==> config.mk <==
export PLATFORM = sky130hd
export DESIGN_NAME = touch_gesture_lamp_controller_unit_flat
export DESIGN_NICKNAME = d
export VERILOG_FILES = /design/src/hdl/tglc_pkg.sv /design/src/hdl/tglc_if.sv /design/src/hdl/tglc_regs.sv /design/src/hdl/touch_gesture_lamp_controller_unit.sv /design/src/flat_wrapper.sv
export VERILOG_INCLUDE_DIRS = /design/src /design/src/hdl
export SDC_FILE = /design/constraint.sdc
export NUM_CORES = 1
export LEC_CHECK = 0
export ABC_AREA = 1
export BUFFER_PORTS_ARGS = -buffer_cell sky130_fd_sc_hd__buf_2
export CELL_PAD_IN_SITES_DETAIL_PLACEMENT = 1
export CELL_PAD_IN_SITES_GLOBAL_PLACEMENT = 1
export CORE_UTILIZATION = 34
export CTS_BUF_LIST = sky130_fd_sc_hd__clkbuf_4 sky130_fd_sc_hd__clkbuf_8
export CTS_CLUSTER_DIAMETER = 200
export DETAILED_ROUTE_END_ITERATION = 8
export GPL_ROUTABILITY_DRIVEN = 0
export PLACE_DENSITY_LB_ADDON = 0.1
export SYNTH_ARGS = -nofsm -noshare
export SYNTH_HDL_FRONTEND = slang
export SYNTH_SLANG_ARGS = --single-unit
==> constraint.sdc <==
create_clock -name clk -period 5.1 [get_ports clk]
set_input_delay 0.51 -clock clk [delete_from_list [all_inputs] [get_ports clk]]
set_output_delay 0.51 -clock clk [all_outputs]
set_load 0.005 [all_outputs]
==> src/hdl/touch_gesture_lamp_controller_unit_defines.svh <==
// Assertion helpers for the lamp controller RTL.
`ifndef TOUCH_GESTURE_LAMP_CONTROLLER_UNIT_DEFINES_SVH
`define TOUCH_GESTURE_LAMP_CONTROLLER_UNIT_DEFINES_SVH

// Same-cycle implication, checked outside reset.
`define TGLC_ASSERT_IMPLIES(label, clk, rst, ante, cons) \
  label: assert property (@(posedge clk) disable iff (rst) (ante) |-> (cons)) \
    else $error("tglc: same-cycle check failed");

// Next-cycle implication, checked outside reset.
`define TGLC_ASSERT_NEXT(label, clk, rst, ante, cons) \
  label: assert property (@(posedge clk) disable iff (rst) (ante) |=> (cons)) \
    else $error("tglc: next-cycle check failed");

`endif

==> src/hdl/tglc_pkg.sv <==
package tglc_pkg;

  localparam int unsigned TIME_W  = 32;
  localparam int unsigned CFG_W   = 16;
  localparam int unsigned PADDR_W = 4;
  localparam int unsigned PDATA_W = 32;

  // Register indexes (byte address = 4 * index)
  localparam logic [1:0] REG_HOLD_TIMEOUT = 2'd0;
  localparam logic [1:0] REG_HOLD_REPEAT  = 2'd1;
  localparam logic [1:0] REG_DOUBLE_CLICK = 2'd2;

  localparam logic [CFG_W-1:0] HOLD_TIMEOUT_RST = 16'd500;
  localparam logic [CFG_W-1:0] HOLD_REPEAT_RST  = 16'd100;
  localparam logic [CFG_W-1:0] DOUBLE_CLICK_RST = 16'd400;

  // Event kinds
  localparam logic [1:0] KIND_PRESS   = 2'd0;
  localparam logic [1:0] KIND_TICK    = 2'd1;
  localparam logic [1:0] KIND_RELEASE = 2'd2;
  localparam logic [1:0] KIND_BREATHE = 2'd3;

  // Pending release actions
  localparam logic [1:0] REL_CLICK = 2'd0;
  localparam logic [1:0] REL_HOLD  = 2'd1;
  localparam logic [1:0] REL_SKIP  = 2'd2;

  // Lamp modes
  localparam logic [2:0] LAMP_STEADY  = 3'd0;
  localparam logic [2:0] LAMP_FULL    = 3'd1;
  localparam logic [2:0] LAMP_BREATHE = 3'd2;
  localparam logic [2:0] LAMP_FLASH   = 3'd3;
  localparam logic [2:0] LAMP_EERIE   = 3'd4;
  localparam logic [2:0] LAMP_SHAKE   = 3'd5;

  // Lamp commands
  localparam logic [2:0] CMD_NONE   = 3'd0;
  localparam logic [2:0] CMD_ON_MIN = 3'd1;
  localparam logic [2:0] CMD_DIM    = 3'd2;
  localparam logic [2:0] CMD_ON     = 3'd3;
  localparam logic [2:0] CMD_OFF    = 3'd4;
  localparam logic [2:0] CMD_MAXDIM = 3'd5;
  localparam logic [2:0] CMD_SAVE   = 3'd6;
  localparam logic [2:0] CMD_QUAKE  = 3'd7;

  // Strobe rates
  localparam logic [5:0] STROBE_5  = 6'd5;
  localparam logic [5:0] STROBE_10 = 6'd10;
  localparam logic [5:0] STROBE_20 = 6'd20;
  localparam logic [5:0] STROBE_30 = 6'd30;
  localparam logic [5:0] STROBE_40 = 6'd40;

  typedef struct packed {
    logic [CFG_W-1:0] hold_timeout_ms;
    logic [CFG_W-1:0] hold_repeat_ms;
    logic [CFG_W-1:0] double_click_ms;
  } cfg_t;

  function automatic logic [5:0] next_strobe(input logic [5:0] rate);
    logic [5:0] nxt;
    if (rate < STROBE_10) nxt = STROBE_10;
    else if (rate < STROBE_20) nxt = STROBE_20;
    else if (rate < STROBE_30) nxt = STROBE_30;
    else if (rate < STROBE_40) nxt = STROBE_40;
    else nxt = STROBE_5;
    return nxt;
  endfunction

  // Advance modulo six; the unused codes six and seven wrap to bright and breathe.
  function automatic logic [2:0] next_mode(input logic [2:0] mode);
    logic [2:0] nxt;
    if (mode == LAMP_SHAKE) nxt = LAMP_STEADY;
    else if (mode > LAMP_SHAKE) nxt = mode - LAMP_SHAKE;
    else nxt = mode + 3'd1;
    return nxt;
  endfunction

endpackage

==> src/hdl/tglc_if.sv <==
interface tglc_event_if;
  logic        valid;
  logic        ready;
  logic [1:0]  kind;
  logic [31:0] now_ms;

  modport source (output valid, output kind, output now_ms, input ready);
  modport sink   (input valid, input kind, input now_ms, output ready);
endinterface

interface tglc_result_if;
  logic       valid;
  logic       ready;
  logic [2:0] lamp_command;
  logic [2:0] lamp_mode;
  logic [5:0] strobe_rate_hz;

  modport source (output valid, output lamp_command, output lamp_mode,
                  output strobe_rate_hz, input ready);
  modport sink   (input valid, input lamp_command, input lamp_mode,
                  input strobe_rate_hz, output ready);
endinterface

==> src/hdl/tglc_regs.sv <==
module tglc_regs (
  input  logic                          clk,
  input  logic                          rst,
  input  logic                          psel,
  input  logic                          penable,
  input  logic                          pwrite,
  input  logic [tglc_pkg::PADDR_W-1:0]  paddr,
  input  logic [tglc_pkg::PDATA_W-1:0]  pwdata,
  output logic [tglc_pkg::PDATA_W-1:0]  prdata,
  output tglc_pkg::cfg_t                cfg
);

  logic       wr_en;
  logic [1:0] reg_idx;

  assign wr_en   = psel && penable && pwrite;
  assign reg_idx = paddr[tglc_pkg::PADDR_W-1:2];

  always_ff @(posedge clk) begin
    if (rst) begin
      cfg.hold_timeout_ms <= tglc_pkg::HOLD_TIMEOUT_RST;
      cfg.hold_repeat_ms  <= tglc_pkg::HOLD_REPEAT_RST;
      cfg.double_click_ms <= tglc_pkg::DOUBLE_CLICK_RST;
    end else if (wr_en) begin
      unique case (reg_idx)
        tglc_pkg::REG_HOLD_TIMEOUT: cfg.hold_timeout_ms <= pwdata[tglc_pkg::CFG_W-1:0];
        tglc_pkg::REG_HOLD_REPEAT:  cfg.hold_repeat_ms  <= pwdata[tglc_pkg::CFG_W-1:0];
        tglc_pkg::REG_DOUBLE_CLICK: cfg.double_click_ms <= pwdata[tglc_pkg::CFG_W-1:0];
        default: ;
      endcase
    end
  end

  always_comb begin
    unique case (reg_idx)
      tglc_pkg::REG_HOLD_TIMEOUT: prdata = {16'd0, cfg.hold_timeout_ms};
      tglc_pkg::REG_HOLD_REPEAT:  prdata = {16'd0, cfg.hold_repeat_ms};
      tglc_pkg::REG_DOUBLE_CLICK: prdata = {16'd0, cfg.double_click_ms};
      default:                    prdata = '0;
    endcase
  end

endmodule

==> src/hdl/touch_gesture_lamp_controller_unit.sv <==
// An accepted event goes to the input register, its result to the result register.
// Throughput: one event per cycle while the sink takes results; each event is
// resolved in one add/compare pass between the input and result registers.
// Reset (rst, synchronous): clears both valid flags, loads the register
// defaults (500/100/400 ms) and returns the lamp state to off, normal mode,
// strobe 5 Hz, click pending, with both time stamps at zero.
`include "touch_gesture_lamp_controller_unit_defines.svh"

module touch_gesture_lamp_controller_unit (
  input  logic                          clk,
  input  logic                          rst,
  tglc_event_if.sink                    events,
  tglc_result_if.source                 results,
  input  logic                          psel,
  input  logic                          penable,
  input  logic                          pwrite,
  input  logic [tglc_pkg::PADDR_W-1:0]  paddr,
  input  logic [tglc_pkg::PDATA_W-1:0]  pwdata,
  output logic [tglc_pkg::PDATA_W-1:0]  prdata,
  output logic                          pready
);

  tglc_pkg::cfg_t cfg;

  // input register
  logic        in_valid;
  logic [1:0]  in_kind;
  logic [31:0] in_now;

  // result register
  logic        out_valid;
  logic [2:0]  out_cmd;
  logic [2:0]  out_mode;
  logic [5:0]  out_rate;

  // lamp state
  logic [31:0] press_time, press_time_next;
  logic [31:0] last_click_time, last_click_time_next;
  logic [1:0]  pending_release, pending_release_next;
  logic [2:0]  mode_reg, mode_reg_next;
  logic        light_is_lit, light_is_lit_next;
  logic [5:0]  strobe_rate, strobe_rate_next;
  logic [2:0]  cmd_next;

  logic        take;
  logic        out_free;
  logic        step;
  logic [31:0] hold_limit;
  logic        hold_due;
  logic [31:0] rearm_time;
  logic [31:0] click_gap;
  logic [2:0]  mode_adv;

  logic        strobe_legal;
  logic        save_due;
  logic        off_due;
  logic        lamp_cleared;

  tglc_regs u_regs (
    .clk     (clk),
    .rst     (rst),
    .psel    (psel),
    .penable (penable),
    .pwrite  (pwrite),
    .paddr   (paddr),
    .pwdata  (pwdata),
    .prdata  (prdata),
    .cfg     (cfg)
  );

  assign pready = 1'b1;

  assign out_free      = !out_valid || results.ready;
  assign step          = in_valid && out_free;
  assign events.ready  = !in_valid || out_free;
  assign take          = events.valid && events.ready;

  always_ff @(posedge clk) begin
    if (rst) begin
      in_valid <= 1'b0;
    end else if (events.ready) begin
      in_valid <= events.valid;
    end
  end

  always_ff @(posedge clk) begin
    if (take) begin
      in_kind <= events.kind;
      in_now  <= events.now_ms;
    end
  end

  always_comb begin
    hold_limit = press_time + {16'd0, cfg.hold_timeout_ms};
    hold_due   = in_now > hold_limit;
    rearm_time = in_now - ({16'd0, cfg.hold_timeout_ms} - {16'd0, cfg.hold_repeat_ms});
    click_gap  = in_now - last_click_time;
    mode_adv   = tglc_pkg::next_mode(mode_reg);

    press_time_next      = press_time;
    last_click_time_next = last_click_time;
    pending_release_next = pending_release;
    mode_reg_next        = mode_reg;
    light_is_lit_next    = light_is_lit;
    strobe_rate_next     = strobe_rate;
    cmd_next             = tglc_pkg::CMD_NONE;

    unique case (in_kind)
      tglc_pkg::KIND_PRESS: begin
        press_time_next      = in_now;
        pending_release_next = tglc_pkg::REL_CLICK;
      end
      tglc_pkg::KIND_TICK: begin
        if (hold_due) begin
          case (mode_reg) inside
            tglc_pkg::LAMP_STEADY, tglc_pkg::LAMP_FULL: begin
              if (!light_is_lit) begin
                cmd_next          = tglc_pkg::CMD_ON_MIN;
                light_is_lit_next = 1'b1;
              end else begin
                cmd_next = tglc_pkg::CMD_DIM;
              end
              pending_release_next = tglc_pkg::REL_HOLD;
              press_time_next      = rearm_time;
            end
            tglc_pkg::LAMP_FLASH: begin
              strobe_rate_next     = tglc_pkg::next_strobe(strobe_rate);
              pending_release_next = tglc_pkg::REL_SKIP;
              press_time_next      = rearm_time;
            end
            tglc_pkg::LAMP_SHAKE: begin
              cmd_next             = tglc_pkg::CMD_QUAKE;
              pending_release_next = tglc_pkg::REL_SKIP;
              press_time_next      = rearm_time;
            end
            default: ;
          endcase
        end
      end
      tglc_pkg::KIND_RELEASE: begin
        case (pending_release)
          tglc_pkg::REL_CLICK: begin
            if (light_is_lit) begin
              if (click_gap < {16'd0, cfg.double_click_ms}) begin
                mode_reg_next = mode_adv;
                if (mode_adv == tglc_pkg::LAMP_FULL) cmd_next = tglc_pkg::CMD_MAXDIM;
              end else begin
                cmd_next          = tglc_pkg::CMD_OFF;
                light_is_lit_next = 1'b0;
                mode_reg_next     = tglc_pkg::LAMP_STEADY;
              end
            end else begin
              cmd_next          = tglc_pkg::CMD_ON;
              light_is_lit_next = 1'b1;
            end
            last_click_time_next = in_now;
          end
          tglc_pkg::REL_HOLD: cmd_next = tglc_pkg::CMD_SAVE;
          default: ;
        endcase
      end
      tglc_pkg::KIND_BREATHE: begin
        pending_release_next = tglc_pkg::REL_SKIP;
        mode_reg_next        = tglc_pkg::LAMP_BREATHE;
      end
    endcase
  end

  always_ff @(posedge clk) begin
    if (rst) begin
      press_time      <= '0;
      last_click_time <= '0;
      pending_release <= tglc_pkg::REL_CLICK;
      mode_reg        <= tglc_pkg::LAMP_STEADY;
      light_is_lit    <= 1'b0;
      strobe_rate     <= tglc_pkg::STROBE_5;
    end else if (step) begin
      press_time      <= press_time_next;
      last_click_time <= last_click_time_next;
      pending_release <= pending_release_next;
      mode_reg        <= mode_reg_next;
      light_is_lit    <= light_is_lit_next;
      strobe_rate     <= strobe_rate_next;
    end
  end

  always_ff @(posedge clk) begin
    if (rst) begin
      out_valid <= 1'b0;
    end else if (out_free) begin
      out_valid <= in_valid;
    end
  end

  // hold the result while the sink stalls
  always_ff @(posedge clk) begin
    if (step) begin
      out_cmd  <= cmd_next;
      out_mode <= mode_reg_next;
      out_rate <= strobe_rate_next;
    end
  end

  assign results.valid          = out_valid;
  assign results.lamp_command   = out_cmd;
  assign results.lamp_mode      = out_mode;
  assign results.strobe_rate_hz = out_rate;

  assign strobe_legal = (strobe_rate == tglc_pkg::STROBE_5) ||
                        (strobe_rate == tglc_pkg::STROBE_10) ||
                        (strobe_rate == tglc_pkg::STROBE_20) ||
                        (strobe_rate == tglc_pkg::STROBE_30) ||
                        (strobe_rate == tglc_pkg::STROBE_40);
  assign save_due     = step && (in_kind == tglc_pkg::KIND_RELEASE) &&
                        (pending_release == tglc_pkg::REL_HOLD);
  assign off_due      = step && (cmd_next == tglc_pkg::CMD_OFF);
  assign lamp_cleared = !light_is_lit && (mode_reg == tglc_pkg::LAMP_STEADY) &&
                        (out_mode == tglc_pkg::LAMP_STEADY);

  `TGLC_ASSERT_IMPLIES(a_mode_range, clk, rst, 1'b1, mode_reg <= tglc_pkg::LAMP_SHAKE)

  `TGLC_ASSERT_IMPLIES(a_strobe_set, clk, rst, 1'b1, strobe_legal)

  `TGLC_ASSERT_NEXT(a_release_save, clk, rst, save_due, out_valid && out_cmd == tglc_pkg::CMD_SAVE)

  `TGLC_ASSERT_NEXT(a_off_resets, clk, rst, off_due, lamp_cleared)

endmodule

==> src/flat_wrapper.sv <==
// flat-port wrapper written by rule: the top's interface ports become plain ports
module touch_gesture_lamp_controller_unit_flat 
  (clk, rst, psel, penable, pwrite, paddr, pwdata, prdata, pready, events_valid, events_kind, events_now_ms, events_ready, results_valid, results_lamp_command, results_lamp_mode, results_strobe_rate_hz, results_ready);
  tglc_event_if events_i ();
  tglc_result_if results_i ();
  input  logic clk;
  input  logic rst;
  input  logic psel;
  input  logic penable;
  input  logic pwrite;
  input  logic [tglc_pkg::PADDR_W-1:0] paddr;
  input  logic [tglc_pkg::PDATA_W-1:0] pwdata;
  output logic [tglc_pkg::PDATA_W-1:0] prdata;
  output logic pready;
  input wire logic [$bits(events_i.valid)-1:0] events_valid;
  input wire logic [$bits(events_i.kind)-1:0] events_kind;
  input wire logic [$bits(events_i.now_ms)-1:0] events_now_ms;
  output wire logic [$bits(events_i.ready)-1:0] events_ready;
  output wire logic [$bits(results_i.valid)-1:0] results_valid;
  output wire logic [$bits(results_i.lamp_command)-1:0] results_lamp_command;
  output wire logic [$bits(results_i.lamp_mode)-1:0] results_lamp_mode;
  output wire logic [$bits(results_i.strobe_rate_hz)-1:0] results_strobe_rate_hz;
  input wire logic [$bits(results_i.ready)-1:0] results_ready;
  assign events_i.valid = events_valid;
  assign events_i.kind = events_kind;
  assign events_i.now_ms = events_now_ms;
  assign events_ready = events_i.ready;
  assign results_valid = results_i.valid;
  assign results_lamp_command = results_i.lamp_command;
  assign results_lamp_mode = results_i.lamp_mode;
  assign results_strobe_rate_hz = results_i.strobe_rate_hz;
  assign results_i.ready = results_ready;
  touch_gesture_lamp_controller_unit u_core (.clk(clk), .rst(rst), .events(events_i), .results(results_i), .psel(psel), .penable(penable), .pwrite(pwrite), .paddr(paddr), .pwdata(pwdata), .prdata(prdata), .pready(pready));
endmodule
# After elaboration in Yosys (flattened, before gate mapping)
# Cells that the tools add are included.
[word_totals]
regBits = 172
out_inout_bits = 47
input_bits = 77
word_cells = 107
[classes]
n_eq_ne = 14
addsub = 6
reduce_logical = 23
mux = 41
order_cmp = 7
[ops]
columns = ["operator", "count"]
rows = [
  ["$mux W32", 4],
  ["$pmux W32 S2", 1],
  ["$sub A32 B32 Y32", 2],
  ["$mux W6", 8],
  ["$pmux W16 S3", 1],
  ["$mux W3", 12],
  ["$add A32 B16 Y32", 1],
  ["$gt A32 B32 Y1", 1],
  ["$lt A32 B16 Y1", 1],
  ["$pmux W3 S2", 3],
  ["$sub A16 B16 Y17", 1],
  ["$lt A6 B5 Y1 const B", 2],
  ["$mux W2", 5],
  ["$reduce_and A4 Y1", 2],
  ["$eq A2 B1 Y1 const B", 3],
  ["$eq A2 B2 Y1 const B", 3],
  ["$eq A3 B1 Y1 const B", 2],
  ["$logic_not A2 Y1", 3],
  ["$lt A6 B4 Y1 const B", 1],
  ["$lt A6 B6 Y1 const B", 1],
  ["$pmux W2 S3", 1],
  ["$reduce_and A2 Y1", 3],
  ["$mux W1", 5],
  ["$reduce_and A5 Y1", 1],
  ["17 further kinds", 24],
]

# Longest topological paths before layout
# Gate-level depths: netlist (run 1).
[depth]
ltp_word = 9
mapped_depth = 30
mapped_depth_nobuf = 29

# By module
# Synthesis (run 1) repeated with hierarchy kept, for this count alone.
[unflattened]
hier_cells = 2259
hier_area_um2 = 14782.9
[by_module_without_submodules]
columns = ["mod", "n_inst", "seq_area_each_um2", "cells_each", "area_each_um2"]
rows = [
  ["touch_gesture_lamp_controller_unit", 1, 2942.8, 1895, 12356.9],
  ["tglc_regs", 1, 960.9, 364, 2426.1],
]

# Worst setup path after synthesis (run 1)
# No wires, ideal clock.
[synth_timing]
path_kind = "reg2reg"
start = "reg u_core.press_time[0]"
end = "reg u_core.press_time[23]"
required_time_ns = 4.985
n_path_buf = 1
setup_time_ns = 0.115
path_slack_ns = 1.015
t_arrival_ns = 3.971
stages_incl_launch_ff = 28
synth_period_minus_slack_ns = 4.085
path_cell_list = "dfxtp_1 -> ha_1 -> inv_1 -> fa_1 -> o21ai_1 -> a21boi_0 -> inv_1 -> a21o_1 -> a21oi_1 -> o21ai_2 -> nand2_1 -> nor3_2 -> nand2_1 -> xor2_1 -> ha_1 -> nand2_2 -> nor4_4 -> nand4_1 -> nor2_1 -> nand2_1 -> nand3_2 -> nand2_4 -> nand2_2 -> nand2_2 -> inv_2 -> nand2_2 -> buf_4 -> o21a_1"
[synth_between]
elab_chain_len = 4
[synth_rtl]
columns = ["item", "line_no", "source"]
rows = [
  ["start: declaration", "touch_gesture_lamp_controller_unit.sv:37", "logic [31:0] press_time, press_time_next;"],
  ["start signal: assignment", "touch_gesture_lamp_controller_unit.sv:178", "press_time <= press_time_next;"],
  ["$add A32 B16 Y32", "touch_gesture_lamp_controller_unit.sv:94", "hold_limit = press_time + {16'd0, cfg.hold_timeout_ms};"],
  ["$gt A32 B32 Y1", "touch_gesture_lamp_controller_unit.sv:95", "hold_due = in_now > hold_limit;"],
  ["$ne A2 B1 Y1 (no line)", "--", ""],
  ["$reduce_and A4 Y1 (no line)", "--", ""],
]
# No other way between the ends.
# A chain may end at the register's enable or synchronous reset.

# Worst setup path after layout (run 1)
[layout_timing]
start = "reg u_core.press_time[0]"
end = "reg u_core.light_is_lit"
[layout_between]
elab_chain_len = 4
[layout_rtl]
columns = ["item", "line_no", "source"]
rows = [
  ["$add A32 B16 Y32", "touch_gesture_lamp_controller_unit.sv:94", ""],
  ["$gt A32 B32 Y1", "touch_gesture_lamp_controller_unit.sv:95", ""],
  ["$ne A2 B1 Y1 (no line)", "--", ""],
  ["$reduce_and A5 Y1 (no line)", "--", ""],
  ["end signal: assignment", "touch_gesture_lamp_controller_unit.sv:182", "light_is_lit <= light_is_lit_next;"],
  ["end: declaration", "touch_gesture_lamp_controller_unit.sv:41", "logic light_is_lit, light_is_lit_next;"],
]
# No other way between the ends.

==> impl_metrics.ini, run 1 <==
[synth]
synthArstFlopShare_pct = 0
yosys.area.top_type_share_pct = 17.9
synth-seq-cells = 172
syn_area_um2 = 14100
ys_warn_count = 0
synthDistinctLibCells = 53
synth_common_cells = nand2_1, inv_1, a21oi_1
synth.most_common_cell = nand2_1
synth-edff-count = 46
synth_top_cell_by_area = dfxtp_1
synth_ff_type = dfxtp_1
synth.avg_cell_area_um2 = 6.74
syn_inst = 2095
ys_seq_area_share_pct = 27.6
synthTopCellsByArea = dfxtp_1, nand2_1, ha_1

[layout]
antenna_cells = 0
seqCellArea_um2 = 3900
multiInputGateArea_um2 = 8760
drive_above_1_share_pct = 8.12
regMostFlops = u_core.u_regs.cfg
finalNonFillerCells = 2725
fillers = 5303
largest_reg_flops = 48
syn_to_final_growth_pct = 10.1
fin_nets = 2411

[sta]
fin_crit_sh_pct = 91.3
max_freq_mhz = 215
drv_slew = 0
setup_viol = 0
max_slew_margin_pct = 34.1
setup_tns_ps = 0
fin_hold_ws_ps = 105
layout_setup_ws_ps = 446
rsz0062_at_grt = false
period_minus_slack_ps = 4650
worst_pin_slew_ps = 987
fin_worst_skew_ps = 22.7
hold_violations = 0

[grt]
met1_usage_pct = 35.7
antenna_found_initial = 0
met3_usage_pct = 3.04
grt_start_max_net_pins = 77
busiest_layer = met2
grt_pass1_vias = 14300
grt_pass1_wl_um = 79900
grt_util_all_layers_pct = 24.9
gr-usage-met2_pct = 39.7
grt_overflow_total = 0

[detailed_routing]
routed_wl_um = 50400
drtIter0Drc = 649
post_drt_wl_per_cell_um = 18.5
drt_first_pass_iters = 5
drc_errors = 0
vias_per_cell = 5.11
routed-via-count = 13900
final_antenna_net_count = 0

[clock_network]
clk_pin_slew_ps = 110
cts-hold-fix-buffers = 0
clock_latency_ps = 570
cts_setup_buffers = 0
clockBufferDepth = 2
post_cts_resized = 0
cts_tree = done
cts_buffers = 17
cts_max_level = 4
cts-root-buf = clkbuf_8
numClockSinks = 172

[worst_setup_path]
critPathBufInv = 4
critical_path_class = reg2reg
crit_arrival_ps = 5170
crit_path_end_kind = flop
path_max_fanout = 10
crit_top_cell = nand2_1
cp.required_ps = 5610
slowest_delay_ps = 410
worst_setup_path_start_kind = flop
cpLargestDelayFamily = simple AND/OR/NAND/NOR gates
cp_slowest_cell = fa_1

[placement]
post-dp-hpwl_um = 42000
post-place-ws_ps = 57.4
port_buffers = 88
placed_cells = 2693

[power_and_ir_drop]
finalPower_uw = 3880
p_per_area_nw_per_um2 = 249
power_leakage_uw = 0.00728
peakVddDrop_mv = 0.164

[run_status]
status = finished, final reports clean

[floorplanning]
fp.dieArea_um2 = 42300
die_h_um = 206
initial_core_util_pct = 34.5
ioPinCount = 124
rows = 74
die_x_um = 206
core_area_um2 = 40900

[flow_run]
maxCapViolations = 0

[min_path]
hp-class = in2reg
[final cells by class]
| cell class | count | area share [%] |
|---|---|---|
| Tap cell | 532 | 4.28 |
| Timing Repair Buffer | 109 | 3.87 |
| Sequential cell | 172 | 25.1 |
| Clock buffer | 19 | 1.60 |
| Clock inverter | 13 | 0.757 |
| Inverter | 331 | 8.00 |
| Multi-Input combinational cell | 1549 | 56.4 |
[cells in the final DEF (no fill, tap or decap), types with 5 or more instances in the layout]
master      n
nor2_1    159
o211ai_1   12
a31oi_1     8
edfxtp_1   46
dfxtp_1   126
o221ai_1   18
conb_1     17
clkbuf_8   17
o21ai_0   159
buf_4      20
xnor2_1    19
nand2_1   504
or2_2       6
nand4_1    23
nand3b_1    6
ha_1      150
o21a_1      5
nand2_2     8
a21o_1      8
o21bai_1   13
xor2_1     48
nor3_1     17
nand3_1    84
a21oi_1   225
buf_2      88
o21ai_2     5
inv_1     326
[kinds of logic after synthesis]
family,count (synthesis),share of synthesized area [%]
AO/OA/AOI/OAI,478,18.7
XOR/XNOR,67,4.16
buffers and inverters,389,11.0
flip-flops,172,27.6
adder cells (fa/ha/maj),154,13.9
AND/OR/NAND/NOR,833,24.7
other,2,0.0532
[final timing paths]
path	cells after the start	endpoint	start	slack, ps
min	1	u_core.in_now[15]	events_now_ms[15]	100
min reg2reg	2	u_core.last_click_time[2]	u_core.last_click_time[2]	470
max reg2reg	29	u_core.light_is_lit	u_core.press_time[0]	450
max	29	u_core.light_is_lit	u_core.press_time[0]	450
[where the power goes]
group / internal, uW / leakage, uW / switching [uW]
Combinational: 474 / 0.00563 / 891
Clock: 397 / 0.000179 / 583
Sequential: 1460 / 0.00147 / 68.9
[metrics by stage]
stage,utilization (%),instance area [um^2]
global placement,37.0,15100
detailed placement,37.0,15100
global route,38.0,15500
finish,38.0,15500
CTS,37.9,15500
floorplan,-,14200
[layer usage]
metal	share of wire, %	vias up
met5	0	-
met4	1.2	0
met3	2.5	30
met2	44	154
met1	52	6706
li1	-	7028
No activity file was read; power rests on OpenSTA's default activity.
==> run 2: changes to the inputs <==
--- a/config.mk
+++ b/config.mk
@@ -10,7 +10,7 @@
 export BUFFER_PORTS_ARGS = -buffer_cell sky130_fd_sc_hd__buf_2
 export CELL_PAD_IN_SITES_DETAIL_PLACEMENT = 1
 export CELL_PAD_IN_SITES_GLOBAL_PLACEMENT = 1
-export CORE_UTILIZATION = 34
+export CORE_UTILIZATION = 45
 export CTS_BUF_LIST = sky130_fd_sc_hd__clkbuf_4 sky130_fd_sc_hd__clkbuf_8
 export CTS_CLUSTER_DIAMETER = 200
 export DETAILED_ROUTE_END_ITERATION = 8
==> constraint.sdc (replaced) <==
create_clock -name clk -period 5.1 [get_ports clk]
set_input_delay 1.02 -clock clk [delete_from_list [all_inputs] [get_ports clk]]
set_output_delay 1.02 -clock clk [all_outputs]
set_load 0.005 [all_outputs]
==> impl_metrics.ini, run 2 (synthesized netlist as in run 1, its figures left out) <==
[sta]
drv_slew = 0
fin_crit_sh_pct = 93.9
fin_hold_ws_ps = 466
max_slew_margin_pct = 30.5
fin_worst_skew_ps = 20.2
period_minus_slack_ps = 4790
hold_violations = 0
setup_viol = 0
worst_pin_slew_ps = 1040
setup_tns_ps = 0
max_freq_mhz = 209

[worst_setup_path]
r2r_cells = 20
crit_top_cell = a21oi_1
critPathCapture = u_core.press_time[28]
r2r_setup_slack_ps = 310
r2r-start = u_core.u_regs.cfg[16]
cp_slowest_cell = ha_1
critical_path_class = reg2reg
path_max_fanout = 16
worst_setup_path_start_kind = flop
crit_path_end_kind = flop
crit_arrival_ps = 5200
startpoint = u_core.u_regs.cfg[16]
cp.required_ps = 5510
path_cells = ha_1 > inv_1 > fa_1 > a21oi_1 > o21ai_0 > a21boi_0 > o21ai_2 > nand3_1 > nand2_1 > ha_1 > a21oi_1 > a21boi_0 > o221ai_1 > a21oi_1 > nand2_1 > nand2_1 > nand3_1 > o21ai_0 > nand3_1 > a21oi_1
r2r-end = u_core.press_time[28]
slowest_delay_ps = 560

[power_and_ir_drop]
power.share.sequential_pct = 38.3
internal_power_uw = 2470
combPwrFrac_pct = 34.2
peakVddDrop_mv = 0.152
swShare_pct = 38.1
power_leakage_uw = 0.00732
pwr-share-clk_pct = 27.6
switching_power_uw = 1520
p_per_area_nw_per_um2 = 259

[grt]
grt_start_max_net_pins = 50
grt_overflow_total = 0
grt_util_all_layers_pct = 30.1
antenna_found_initial = 0
grt_pass1_wl_um = 73600
grt_pass1_vias = 13900

[clock_network]
numClockSinks = 172
clockBufferDepth = 2
cts_buffers = 17
clock_latency_ps = 490
clk_pin_slew_ps = 100
cts-hold-fix-buffers = 0
cts_tree = done
cts_max_level = 4
cts-root-buf = clkbuf_8

[detailed_routing]
final_antenna_net_count = 0
drtIter0Drc = 886
wl_met3_um = 2410
drc_errors = 8
vias_per_cell = 5.47
routed-via-count = 14100
drt_first_pass_iters = 7
routed_wl_um = 47800
wl_met2_um = 21500
route.layer.met1.wl_um = 22900
highest_layer = met4
post_drt_wl_per_cell_um = 18.5

[flow_run]
maxCapViolations = 0

[layout]
final_common_cell = nand2_1
finalNonFillerCells = 2586
largest_reg_flops = 48
fillers = 4156
design_area_um2 = 15400
fin_nets = 2408
regMostFlops = u_core.u_regs.cfg
final_cell_mix = nand2_1, inv_1, a21oi_1
syn_to_final_growth_pct = 9.20
multiInputGateArea_um2 = 8760
antenna_cells = 0
seqCellArea_um2 = 3910
finish.utilization_pct = 50.1
drive_above_1_share_pct = 8.17

[placement]
post-dp-hpwl_um = 38800
placed_cells = 2550
dpl_cell_area_um2 = 14900
port_buffers = 88

[floorplanning]
fp.dieArea_um2 = 32100
initial_core_util_pct = 45.9
core_area_um2 = 30700
rows = 64
die_x_um = 179
ioPinCount = 124
die_h_um = 179

[run_status]
violations = design-rule violations
status = finished, violations left

[min_path]
whs_path_depth = 2
hp-class = reg2reg
==> run 2: cell count changes in the layout (fill, tap and decap cells not counted), moves of 2 or more <==
cell,previous run,this run
clkinv_2,3,1
buf_4,20,17
clkinvlp_4,3,1
clkinv_1,4,2
inv_4,0,2
clkbuf_8,17,20
bufinv_16,1,3
==> run 2: worst min-delay path by stage <==
stage | start | to
4_1_cts | u_core.last_click_time[20] | u_core.last_click_time[20]
6_report | u_core.last_click_time[22] | u_core.last_click_time[22]
5_1_grt | u_core.last_click_time[27] | u_core.last_click_time[27]
2_1_floorplan | u_core.strobe_rate[0] | u_core.strobe_rate[0]
3_3_place_gp | u_core.strobe_rate[0] | u_core.strobe_rate[0]
3_5_place_dp | u_core.last_click_time[20] | u_core.last_click_time[20]
==> run 2: per-layer routing <==
metal / track usage, % / up-vias
met5: 0 / -
met4: 8.33 / 0
met3: 5.07 / 56
met2: 48.7 / 269
met1: 41.1 / 6783
li1: - / 7027
==> run 2: critical path, delay by kind of cell, from the launching register on <==
kind	cells	cell delay, ps
buf+inv	1	50
fa+ha+maj	3	1160
flops	1	450
simple gates	6	890
compound gates	10	2160
==> run 2: metrics by stage <==
step	total power (uW)	setup WS [ps]
6_report	3990	313
5_1_grt	4230	-34.0
4_1_cts	3990	52.9
3_5_place_dp	2900	94.0
3_3_place_gp	2840	335
2_1_floorplan	2500	1010
==> run 2: final cells by class <==
cell class,count,share of cell area [%]
Multi-Input combinational cell,1549,56.8
Inverter,331,8.06
Sequential cell,172,25.3
Timing Repair Buffer,106,3.76
Clock buffer,21,1.83
Tap cell,396,3.21
Clock inverter,11,1.01
==> run 2: repair_timing <==
item / 4_1_cts / 5_1_grt
buffers inserted: 0 / 4
endpoints found under the setup margin: 0 / 45
gates resized for setup: 0 / 10
hold endpoints to repair: 0 / 0
==> run 2: power by group through the flow <==
stage | clock (uW) | sequential [uW] | combinational (uW)
2_1_floorplan | 0 | 1530 | 973
4_1_cts | 1110 | 1520 | 1350
5_1_grt | 1160 | 1530 | 1540
6_report | 1100 | 1530 | 1360
3_5_place_dp | 0 | 1550 | 1340
3_3_place_gp | 0 | 1550 | 1290
